--- config.mk ---
export PLATFORM = sky130hd
export DESIGN_NAME = ascii_to_signed_integer_parser_unit
export DESIGN_NICKNAME = d
export VERILOG_FILES = /design/src/rtl/a2i_pkg.sv /design/src/rtl/a2i_parse.sv /design/src/rtl/ascii_to_signed_integer_parser_unit.sv
export SDC_FILE = /design/constraint.sdc
export NUM_CORES = 1
export LEC_CHECK = 0
export CORE_MARGIN = 2
export CORE_UTILIZATION = 40
export CTS_CLUSTER_DIAMETER = 120
export DETAILED_ROUTE_END_ITERATION = 10
export DONT_BUFFER_PORTS = 1
export PLACE_DENSITY = 0.65
export SYNTH_ARGS = -nofsm -noshare
export SYNTH_HDL_FRONTEND = slang
export SYNTH_SLANG_ARGS = --single-unit
export TNS_END_PERCENT = 20
--- constraint.sdc ---
create_clock -name clk -period 6.9 [get_ports clk]
set_input_delay 1.38 -clock clk [delete_from_list [all_inputs] [get_ports clk]]
set_output_delay 1.38 -clock clk [all_outputs]
set_load 0.01 [all_outputs]
--- src/rtl/a2i_pkg.sv ---
package a2i_pkg;

	typedef struct packed {
		logic [7:0] ch;
		logic       start_req;
	} item_t;

	typedef struct packed {
		logic       ok;
		logic [3:0] val;
	} digit_t;

	localparam logic [7:0] CH_NUL    = 8'h00;
	localparam logic [7:0] CH_SPACE  = 8'h20;
	localparam logic [7:0] CH_DOLLAR = 8'h24;
	localparam logic [7:0] CH_MINUS  = 8'h2d;
	localparam logic [7:0] CH_0      = 8'h30;
	localparam logic [7:0] CH_9      = 8'h39;
	localparam logic [7:0] CH_UA     = 8'h41;
	localparam logic [7:0] CH_UF     = 8'h46;
	localparam logic [7:0] CH_LA     = 8'h61;
	localparam logic [7:0] CH_LF     = 8'h66;
	localparam logic [7:0] CH_X      = 8'h78;

	// Digit value of c in the current base; ok is low for a non-digit.
	function automatic digit_t digit_of(logic [7:0] c, logic hex);
		digit_t r;
		logic [7:0] diff;
		r = '0;
		diff = '0;
		if (c inside {[CH_0:CH_9]}) begin
			diff = c - CH_0;
			r.ok = 1'b1;
			r.val = diff[3:0];
		end else if (hex && (c inside {[CH_LA:CH_LF]})) begin
			diff = c - CH_LA + 8'd10;
			r.ok = 1'b1;
			r.val = diff[3:0];
		end else if (hex && (c inside {[CH_UA:CH_UF]})) begin
			diff = c - CH_UA + 8'd10;
			r.ok = 1'b1;
			r.val = diff[3:0];
		end
		return r;
	endfunction

endpackage

--- src/rtl/a2i_parse.sv ---
module a2i_parse #(
	parameter int VALUE_BITS = 32
) (
	input  logic                  clk,
	input  logic                  arst_n,
	input  logic                  advance,
	input  a2i_pkg::item_t        item,
	output logic                  emit,
	output logic [VALUE_BITS-1:0] value
);
	import a2i_pkg::*;

	localparam logic [2:0] PH_IDLE   = 3'd0;
	localparam logic [2:0] PH_LEAD   = 3'd1;
	localparam logic [2:0] PH_SIGNED = 3'd2;
	localparam logic [2:0] PH_LOOK   = 3'd3;
	localparam logic [2:0] PH_HELD   = 3'd4;
	localparam logic [2:0] PH_DIGITS = 3'd5;
	localparam logic [2:0] PH_DONE   = 3'd6;

	logic [2:0]            phase_q, phase_d, phase_cur;
	logic                  neg_q, neg_d, neg_cur;
	logic                  hex_q, hex_d, hex_cur;
	logic [VALUE_BITS-1:0] acc_q, acc_d, acc_cur, acc_times;
	logic [7:0]            held_q;
	logic                  held_we;
	digit_t                dc, dh;
	logic [VALUE_BITS-1:0] dc_ext, dh_ext, dh_times;

	// A start flag restarts the parse with this same character.
	assign phase_cur = item.start_req ? PH_LEAD : phase_q;
	assign neg_cur   = item.start_req ? 1'b0 : neg_q;
	assign hex_cur   = item.start_req ? 1'b0 : hex_q;
	assign acc_cur   = item.start_req ? '0 : acc_q;

	assign dc     = digit_of(item.ch, hex_cur);
	assign dh     = digit_of(held_q, hex_cur);
	assign dc_ext = VALUE_BITS'(dc.val);
	assign dh_ext = VALUE_BITS'(dh.val);

	// Constant multiplies are shift-adds.
	assign acc_times = hex_cur ? (acc_cur << 4) : ((acc_cur << 3) + (acc_cur << 1));
	// The accumulator is still zero in the held phase, so the held digit is the whole value.
	assign dh_times  = hex_cur ? (dh_ext << 4) : ((dh_ext << 3) + (dh_ext << 1));

	always_comb begin
		phase_d = phase_cur;
		neg_d   = neg_cur;
		hex_d   = hex_cur;
		acc_d   = acc_cur;
		held_we = 1'b0;
		emit    = 1'b0;
		case (phase_cur)
			PH_LEAD, PH_SIGNED, PH_LOOK: begin
				if ((phase_cur == PH_LEAD) && (item.ch == CH_SPACE)) begin
					phase_d = PH_LEAD;
				end else if ((phase_cur == PH_LEAD) && (item.ch == CH_MINUS)) begin
					neg_d   = 1'b1;
					phase_d = PH_SIGNED;
				end else if ((phase_cur != PH_LOOK) && (item.ch == CH_DOLLAR)) begin
					hex_d   = 1'b1;
					phase_d = PH_LOOK;
				end else if (item.ch == CH_NUL) begin
					emit    = 1'b1;
					phase_d = PH_DONE;
				end else begin
					held_we = 1'b1;
					phase_d = PH_HELD;
				end
			end
			PH_HELD: begin
				if (item.ch == CH_X) begin
					hex_d   = 1'b1;
					phase_d = PH_DIGITS;
				end else if (!dh.ok) begin
					emit    = 1'b1;
					phase_d = PH_DONE;
				end else if (!dc.ok) begin
					acc_d   = dh_ext;
					emit    = 1'b1;
					phase_d = PH_DONE;
				end else begin
					acc_d   = dh_times + dc_ext;
					phase_d = PH_DIGITS;
				end
			end
			PH_DIGITS: begin
				if (!dc.ok) begin
					emit    = 1'b1;
					phase_d = PH_DONE;
				end else begin
					acc_d = acc_times + dc_ext;
				end
			end
			default: begin
				phase_d = phase_cur;
			end
		endcase
	end

	assign value = neg_d ? ('0 - acc_d) : acc_d;

	always_ff @(posedge clk or negedge arst_n) begin
		if (!arst_n) begin
			phase_q <= PH_IDLE;
			neg_q   <= 1'b0;
			hex_q   <= 1'b0;
			acc_q   <= '0;
		end else if (advance) begin
			phase_q <= phase_d;
			neg_q   <= neg_d;
			hex_q   <= hex_d;
			acc_q   <= acc_d;
		end
	end

	always_ff @(posedge clk) begin
		if (advance && held_we) begin
			held_q <= item.ch;
		end
	end

endmodule

--- src/rtl/ascii_to_signed_integer_parser_unit.sv ---
// Streaming ASCII-to-integer parser: one character per request, start_req on the first
// character of each string. Leading spaces, one '-', a '$' or "0x"-style 'x' hex prefix
// are recognized, and digits accumulate modulo 2^VALUE_BITS. The first non-digit (or NUL
// in the prefix position) produces exactly one result; later characters are dropped until
// the next start_req. Throughput is one character per cycle, set by the registered parse
// state update; while a result waits for out_ready the input stalls. A result is presented
// once the character that ends the number has passed the input register and then the
// result register.
module ascii_to_signed_integer_parser_unit #(
	parameter int VALUE_BITS = 32
) (
	input  logic                  clk,
	input  logic                  arst_n,
	input  logic                  in_valid,
	output logic                  in_ready,
	input  logic [7:0]            ch,
	input  logic                  start_req,
	output logic                  out_valid,
	input  logic                  out_ready,
	output logic [VALUE_BITS-1:0] value
);
	import a2i_pkg::*;

	logic                  valid_s1;
	item_t                 item_s1;
	logic                  advance;
	logic                  emit;
	logic [VALUE_BITS-1:0] result;
	logic                  out_valid_q;
	logic [VALUE_BITS-1:0] value_q;

	// Advance the held request whenever the result slot is free or being drained.
	assign advance  = valid_s1 && (!out_valid_q || out_ready);
	assign in_ready = !valid_s1 || advance;

	always_ff @(posedge clk or negedge arst_n) begin
		if (!arst_n) begin
			valid_s1 <= 1'b0;
		end else if (in_ready) begin
			valid_s1 <= in_valid;
		end
	end

	always_ff @(posedge clk) begin
		if (in_valid && in_ready) begin
			item_s1.ch        <= ch;
			item_s1.start_req <= start_req;
		end
	end

	a2i_parse #(
		.VALUE_BITS(VALUE_BITS)
	) u_parse (
		.clk    (clk),
		.arst_n (arst_n),
		.advance(advance),
		.item   (item_s1),
		.emit   (emit),
		.value  (result)
	);

	always_ff @(posedge clk or negedge arst_n) begin
		if (!arst_n) begin
			out_valid_q <= 1'b0;
		end else if (advance && emit) begin
			out_valid_q <= 1'b1;
		end else if (out_ready) begin
			out_valid_q <= 1'b0;
		end
	end

	always_ff @(posedge clk) begin
		if (advance && emit) begin
			value_q <= result;
		end
	end

	assign out_valid = out_valid_q;
	assign value     = value_q;

endmodule

Word level (Yosys, flattened, before mapping)
Cells that the tools add are included.

storage, ports and cells
  flip-flop bits (word level) = 88
  input port bits = 13
  logic and storage cells = 121

operators by class
  add/subtract/negate cells = 15
  order comparisons = 12
  equality and inequality tests = 10
  mux-type cells = 50
  reductions and logical operators = 24

operators by type and width
  operator               count
  $mux 32                8
  $add 32x4->32          2
  $pmux 32 s2            1
  $add 32x32->32         1
  $ge 8x7->1 const B     4
  $le 8x7->1 const B     4
  $sub 1x32->32 const A  1
  $mux 5                 6
  $eq 8x6->1 const B     3
  $sub 4x1->4 const B    6
  $mux 1                 23
  $mux 3                 7
  $logic_and 1x1->1      17
  $add 4x4->4 const B    4
  $ge 8x6->1 const B     2
  $le 8x6->1 const B     2
  $pmux 3 s3             1
  $add 7x5->8            1
  $eq 8x7->1 const B     1
  $logic_not 8->1        1
  $eq 3x2->1 const B     2
  $eq 3x3->1 const B     2
  $mux 2                 2
  $eq 3x1->1 const B     1
  7 further kinds        9

Logic depth before layout (Yosys ltp)
Gate-level depths: netlist of the first run.

  word-level depth = 15
  mapped depth = 23
  mapped depth without buffers = 22

By module
A second synthesis of the first run with hierarchy kept.

second synthesis, totals
  cell total of the unflattened synthesis = 1001
  area, all modules = 8565.7 um^2

modules (own cells, without submodules)
  module                               instances  cells each  area each (um^2)  seq. area each (um^2)
  a2i_parse                            1          950         7225.7            1166.1
  ascii_to_signed_integer_parser_unit  1          51          1340.0            1281.2

Least setup slack after synthesis of the first run
No wires, ideal clock.

  path kind = register -> register
  start = register item_s1[0] in the netlist's numbering
  end = register value_q[31], in the netlist value[31] (data pin)
  arrival = 4.824 ns
  required time = 6.638 ns
  slack = 1.813 ns
  stages on the path, launching flop included = 21
  path buffers = 5
  path through = edfxtp_1 > clkbuf_1 > buf_1 > clkbuf_1 > nor2b_1 > ha_1 > buf_2 > a21oi_1 > o211ai_1 > a21oi_2 > nand3_1 > a2111oi_4 > o21ai_2 > or4_1 > buf_2 > o31a_1 > o31ai_1 > or2_2 > nor2_1 > a31o_1 > xor2_1

between the ends
  word-level cells in the longest chain between the ends = 14
  elaborated cells between the ends (all ways) = 38
  those cells by class = add/sub (5); eq/ne (5); mux (21); reduce/logical (7)

RTL lines
  item                  RTL line                                   RTL
  start, declared       ascii_to_signed_integer_parser_unit.sv:25  item_t item_s1;
  $mux 1                a2i_parse.sv:33                            assign hex_cur = item.start_req ? 1'b0 : hex_q;
  $logic_and 1x1->1     a2i_pkg.sv:39                              end else if (hex && (c inside {[CH_UA:CH_UF]})) begin
  $mux 5                a2i_pkg.sv:39
  $mux 5                a2i_pkg.sv:35                              end else if (hex && (c inside {[CH_LA:CH_LF]})) begin
  $mux 5                a2i_pkg.sv:31                              if (c inside {[CH_0:CH_9]}) begin
  $add 7x5->8           a2i_parse.sv:44                            assign dh_times = hex_cur ? (dh_ext << 4) : ((dh_ext << 3) + (dh_ext << 1));
  $mux 32               a2i_parse.sv:44
  $add 32x4->32         a2i_parse.sv:83                            acc_d = dh_times + dc_ext;
  $mux 32               a2i_parse.sv:78                            end else if (!dc.ok) begin
  $mux 32               a2i_parse.sv:75                            end else if (!dh.ok) begin
  $mux 32               a2i_parse.sv:72                            if (item.ch == CH_X) begin
  $pmux 32 s2           a2i_parse.sv:53                            case (phase_cur)
  $sub 1x32->32         a2i_parse.sv:101                           assign value = neg_d ? ('0 - acc_d) : acc_d;
  $mux 32 (*)           a2i_parse.sv:101
  net result[31]        ascii_to_signed_integer_parser_unit.sv:28  logic [VALUE_BITS-1:0] result;
  end signal, assigned  ascii_to_signed_integer_parser_unit.sv:74  value_q <= result;
  end, declared         ascii_to_signed_integer_parser_unit.sv:30  logic [VALUE_BITS-1:0] value_q;

The timed path passes the listed nets; every way through them passes the cells marked *.
A chain may end at the register's enable or synchronous reset.

Final worst setup path of the first run
  start = register u_parse.held_q[0]
  end = register value_q[29], in the netlist value[29] (data pin)

between the ends
  word-level cells in the longest chain between the ends = 15
  elaborated cells between the ends (all ways) = 28
  those cells by class = add/sub (8); order compare (6); mux (9); reduce/logical (5)

RTL lines
  item                                                                 RTL line                                   RTL
  start, declared                                                      a2i_parse.sv:25                            logic [7:0] held_q;
  start signal, assigned                                               a2i_parse.sv:119                           held_q <= item.ch;
  parallel branches: the longest is 5 deep, another holds $sub 4x1->4  -
  $mux 5 (*)                                                           a2i_pkg.sv:31
  $add 7x5->8                                                          a2i_parse.sv:44
  $mux 32                                                              a2i_parse.sv:44
  $add 32x4->32                                                        a2i_parse.sv:83
  $mux 32                                                              a2i_parse.sv:78
  $mux 32 (*)                                                          a2i_parse.sv:75
  $mux 32 (*)                                                          a2i_parse.sv:72
  $pmux 32 s2 (*)                                                      a2i_parse.sv:53
  $sub 1x32->32                                                        a2i_parse.sv:101
  $mux 32 (*)                                                          a2i_parse.sv:101
  net result[29]                                                       ascii_to_signed_integer_parser_unit.sv:28

Mark *: on every way through the listed nets, which the timed path passes.

==> run metrics, run 1 <==
outcome finished, final reports clean; Worst Hold Class flop to flop; period utilization 0.851; Post-synth EDFFs 49; Post-Syn Area 0.00848 sq mm; Slowest cell on crit path a21oi_1; hold endpoint u_parse.acc_q[23]; first-pass GRT wire length 35,800 um; Simple-Gate Fraction of Synth Area 0.264; # resized after CTS 0; Worst-Margin Slew 1120 ps; Area after DPL 0.00869 sq mm; Worst VDD drop 0.173 mV; Post CTS Setup Buffer Count 0; Port Buffers 0; clk sinks 88; Final nets 1,028; clk buf depth 2; drt drc 0; Fmax 170 MHz; Synth Area in XOR/XNOR 0.0610; fraction of layout cells with a size suffix above 1 0.0958; Starting Density 0.406; final setup margin 1030 ps; number of global-route vias before repair 7,276; most frequent cells in the layout nand2_1, nor2_1, o21ai_0; Mapped Nets 1,055; Post-Syn Instances 993; total track usage 0.198; CP Max Fanout 9; #FFs+latches synth 88; Tmin final 5870 ps; row count 53; reg2reg end value[29]; Via-to-Cell Ratio 5.96; Leak 3.59 nW; Required @ worst endpoint 6980 ps; worst-case reg-to-reg path depth 20; Post-Syn Area per Cell 8.54 sq um; worst r2r src u_parse.held_q[0]; design area 0.00900 sq mm; Die Y 150 um; clk_lat worst skew 350 ps; final WL 21,800 um; # diodes 0; Critical Path AT 5960 ps; Core Box Area 0.0209 sq mm; DRT Pass-1 Iters 5; CP startpoint kind flop; root buffer cell clkbuf_16; io pins 47; Hold Crit Depth 2; FILL cells 2,095; critical path endpoint category flop; worst-path cell chain inv_1 -> ha_1 -> nor3b_1 -> a41oi_1 -> a21oi_1 -> nor2_1 -> ha_1 -> fa_1 -> nor2_1 -> or2_2 -> o2111a_1 -> a211oi_2 -> nand3b_1 -> or3_4 -> nor4_4 -> nand4_2 -> nor3_4 -> nor4b_4 -> a21oi_1 -> xor2_1; WHS 484 ps; routability cong. 0.875; vias 7,422; max-slew violations 0; GRT overflow 0; DIE AREA 0.0224 sq mm; H-tree Lvls 3; largest net degree at the start of global routing 44; register area share after synthesis 0.289; post-layout util 0.431; area taken by multi-input logic gates 0.00573 sq mm; post-synthesis mux area share 0.0322; initial antenna violation count 0; CTS tree done; setup slack, reg-to-reg 1030 ps; CTS clk-pin slew, worst paths 70 ps; CTS buffer count 9; commonest non-fill, non-tap cell in the layout nand2_1; Routed wire per std cell 17.5 um; clock skew 6.24 ps; register area 0.00245 sq mm; ys flop type edfxtp_1; main combinational cell family by area after synthesis simple AND/OR/NAND/NOR gates; Synth async-reset ratio 0.443; final setup violation count 0; RSZ-0062 raised after global routing no; Fin. Hold Viols 0; die width 150 um; max_slew headroom 0.248; YS warnings 0; Final ANT Viol Nets 0; Place WS 1060 ps; drt initial violations 461; Synth cell types 104; Max Cap Viol 0; WS Path Type flop to flop; Synth Area in Compound Gates 0.241; post-DP HPWL 16,600 um; adder-cell share of the synthesized area 0.0759; cell area power density 179 mW/mm^2; hold_sp u_parse.acc_q[23]; slowest stage delay, CP 630 ps; cts hold-fix bufs 0; setup_tns 0 ps; Area growth syn-to-layout 6.19%
-- synth_stat cells (all sizes together) (7+ instances only) --
master  count  area share
nand2b     15       0.011
nor2b      34       0.025
nand2     103       0.047
nand3      22       0.013
nor3b      10      0.0089
or3        12      0.0094
nor3       34       0.023
a31oi      11      0.0081
a211oi     14       0.014
clkbuf     30       0.013
a22oi       8      0.0071
nand4      22       0.019
a21o       16       0.014
inv        29       0.013
edfxtp     49        0.17
o31ai      19       0.019
mux2       18       0.024
nor2       72       0.032
o211ai     12       0.011
nor4       14       0.014
and2       17       0.013
and3       12      0.0090
mux2i       7      0.0083
o21ai      73       0.044
a21oi      62       0.038
buf        16       0.011
dfrtp      39        0.12
ha         45       0.066
xnor2      38       0.039
o21a        7      0.0063
xor2       21       0.022
or2         8      0.0059
-- metrics by stage --
step	instances	total power, mW
floorplan	993	1.02
global placement	1230	1.10
detailed placement	1230	1.11
CTS	1246	1.62
global route	1246	1.68
finish	1246	1.61
-- cell families after synthesis --
| logic type | after synthesis |
|---|---|
| AO/OA/AOI/OAI | 292 |
| XOR/XNOR | 59 |
| adder cells (fa/ha/maj) | 49 |
| buffers and inverters | 75 |
| flip-flops | 88 |
| multiplexers | 25 |
| AND/OR/NAND/NOR | 405 |
-- worst max-delay path: cells and delay by family, from the launching register on --
| family | cells | cell delay, ps |
|---|---|---|
| buffers and inverters | 1 | 180 |
| AOI/OAI and AO/OA | 5 | 1510 |
| and+or+nand+nor | 10 | 2260 |
| DFF | 1 | 520 |
| adders and majority gates | 3 | 970 |
| xor gates and xnor gates | 1 | 150 |
-- state kept, by name, summed over array words and instances (netlist names) --
signal	cells
u_parse.acc_q	32
u_parse.hex_q	1
u_parse.held_q	8
out_valid	1
u_parse.neg_q	1
u_parse.phase_q	3
value	32
valid_s1	1
item_s1	9
-- worst max path at each step --
stage / startpoint / endpoint / cells after the start
CTS: u_parse.held_q[0] / value[29] / 20
global route: item_s1[1] / value[29] / 20
finish: u_parse.held_q[0] / value[29] / 20
floorplan: item_s1[0] / value[31] / 20
global placement: u_parse.held_q[0] / value[29] / 21
detailed placement: u_parse.held_q[0] / value[29] / 20
-- layout make-up --
| type | count | share of cell area |
|---|---|---|
| Sequential cell | 88 | 0.272 |
| Multi-Input combinational cell | 830 | 0.636 |
| Tap cell | 275 | 0.0382 |
| Inverter | 29 | 0.0121 |
| Timing Repair Buffer | 8 | 0.00667 |
| Clock inverter | 3 | 0.00236 |
| Clock buffer | 13 | 0.0324 |
-- where the power goes --
group / switching (mW) / leakage (nW) / internal [mW]
registers: 0.0848 / 1.00 / 0.650
clock network: 0.214 / 0.153 / 0.296
logic: 0.233 / 2.44 / 0.131
-- per-layer routing --
layer | vias up | track usage | share of wire
met5 | - | 0 | 0
met4 | 0 | 0.0714 | 0.024
met3 | 32 | 0.0271 | 0.027
met2 | 140 | 0.361 | 0.51
met1 | 3564 | 0.236 | 0.44
li1 | 3686 | - | -
No activity file was read; power rests on OpenSTA's default activity.
==> run 2: changes to the inputs <==
--- a/config.mk
+++ b/config.mk
@@ -5,6 +5,7 @@
 export SDC_FILE = /design/constraint.sdc
 export NUM_CORES = 1
 export LEC_CHECK = 0
+export ABC_AREA = 1
 export CORE_MARGIN = 2
 export CORE_UTILIZATION = 40
 export CTS_CLUSTER_DIAMETER = 120
==> run metrics, run 2 <==
outcome finished, final reports clean; initial antenna violation count 0; Post-Syn Instances 1,563; wire length on met3 1420 um; Synth cell types 53; register area share after synthesis 0.260; worst-case reg-to-reg path depth 30; Tmin final 5380 ps; RSZ-0062 raised after global routing no; Post-Syn Area per Cell 6.03 sq um; Die Y 158 um; hold_sp item_s1[7]; total track usage 0.229; Max Cap Viol 0; cts hold-fix bufs 0; worst r2r src item_s1[0]; Required @ worst endpoint 7010 ps; first-pass GRT wire length 44,500 um; clk buf depth 2; setup slack, reg-to-reg 1520 ps; vias 9,529; Core Box Area 0.0233 sq mm; CP startpoint kind flop; CTS tree done; Area growth syn-to-layout 6.37%; Leak 5.39 nW; post-layout util 0.430; # diodes 0; Fin. Hold Viols 0; commonest cells in the netlist nand2_1, inv_1, nor2_1; drt drc 0; share of the synthesized area in the top cell type 0.217; # resized after CTS 0; most frequent cell after synthesis nand2_1; Slowest cell on crit path edfxtp_1; Routed wire per std cell 14.8 um; Top Metal Used met4; Final nets 1,613; final setup violation count 0; CTS buffer count 9; commonest non-fill, non-tap cell in the layout nand2_1; die width 158 um; row count 56; GRT overflow 0; Via-to-Cell Ratio 5.08; Critical Path AT 5490 ps; synth top area cells nand2_1, edfxtp_1, inv_1; Post-synth EDFFs 49; clk_lat worst skew 350 ps; Post CTS Setup Buffer Count 0; Port Buffers 0; critical path endpoint category flop; Most common cell on crit path nand2_1; max-slew violations 0; period utilization 0.780; Metal-1 WL 12,100 um; Worst Hold Class flop to flop; Synth async-reset ratio 0.443; reg2reg end value[24]; CTS clk-pin slew, worst paths 70 ps; Worst-Margin Slew 753 ps; io pins 47; Hold Crit Depth 0; Starting Density 0.404; root buffer cell clkbuf_16; Fmax 186 MHz; #FFs+latches synth 88; hold endpoint u_parse.held_q[6]; fraction of layout cells with a size suffix above 1 0.0572; ys flop type edfxtp_1; YS warnings 0; DIE AREA 0.0248 sq mm; WS Path Type flop to flop; H-tree Lvls 3; CP Max Fanout 51; number of global-route vias before repair 8,860; Post-Syn Area 0.00943 sq mm; clk sinks 88; largest area contributor in the netlist nand2_1; setup_tns 0 ps; most frequent cells in the layout nand2_1, inv_1, nor2_1; WL met2 13,000 um; post-DP HPWL 22,400 um; DRT Pass-1 Iters 6; Final ANT Viol Nets 0; final WL 27,700 um; clock skew 10.7 ps; Mapped Nets 1,625; Worst VDD drop 0.143 mV; max_slew headroom 0.495; largest net degree at the start of global routing 61; drt initial violations 906; routability cong. 0.970; slowest stage delay, CP 440 ps; cell area power density 159 mW/mm^2
run 2: final cells by class:
class / instances / area, sq um
Inverter: 278 / 1050
Multi-Input combinational cell: 1169 / 5800
Clock buffer: 11 / 243
Fill cell: 2476 / 13300
Sequential cell: 88 / 2450
Timing Repair Buffer: 5 / 37.5
Clock inverter: 5 / 56.3
Tap cell: 319 / 399
run 2: layer usage:
layer,up-vias,global-route usage
li1,4899,-
met1,4276,0.284
met2,292,0.399
met3,62,0.0284
met4,0,0.0952
met5,-,0
run 2: worst max-delay path by stage:
stage	start	end	slack, ps	depth (start not counted)
finish	item_s1[0]	value[24]	1520	30
global route	item_s1[0]	value[24]	900	30
CTS	item_s1[0]	value[24]	1580	30
detailed placement	item_s1[0]	value[24]	1610	30
global placement	item_s1[0]	value[24]	1820	30
floorplan	item_s1[1]	value[24]	2310	34
run 2: through the flow:
step | cells | total power, mW | hold WS [ps] | setup WS (ps) | area, sq um
after floorplan | 1563 | 0.993 | 442 | 2310 | 9430
after global placement | 1859 | 1.09 | 462 | 1820 | 9730
after detailed placement | 1859 | 1.09 | 469 | 1610 | 9730
after CTS | 1875 | 1.60 | 479 | 1580 | 10000
after global routing | 1875 | 1.68 | 504 | 901 | 10000
final | 1875 | 1.59 | 471 | 1520 | 10000
run 2: cell families (layout without fill, tap and decap cells):
family	after synthesis	count (layout)	synth area share
AOI/OAI and AO/OA	125	125	0.0744
xor gates and xnor gates	29	29	0.0269
adders and majority gates	49	49	0.0682
buffers and inverters	306	299	0.126
DFF	88	88	0.260
and+or+nand+nor	966	966	0.445
run 2: worst max-delay path: cells and delay by family, from the launching register on:
| kind | cells | cell delay, ps |
|---|---|---|
| xor+xnor | 1 | 140 |
| compound gates | 2 | 400 |
| flops | 1 | 440 |
| buf+inv | 4 | 300 |
| fa+ha+maj | 2 | 560 |
| simple gates | 21 | 3300 |
run 2: power breakdown:
part	total (mW)	internal, mW	switching [mW]	leakage [nW]
Sequential	0.689	0.638	0.0516	1.00
Clock	0.508	0.291	0.217	0.146
Combinational	0.395	0.0946	0.300	4.24
Total	1.59	1.02	0.569	5.39
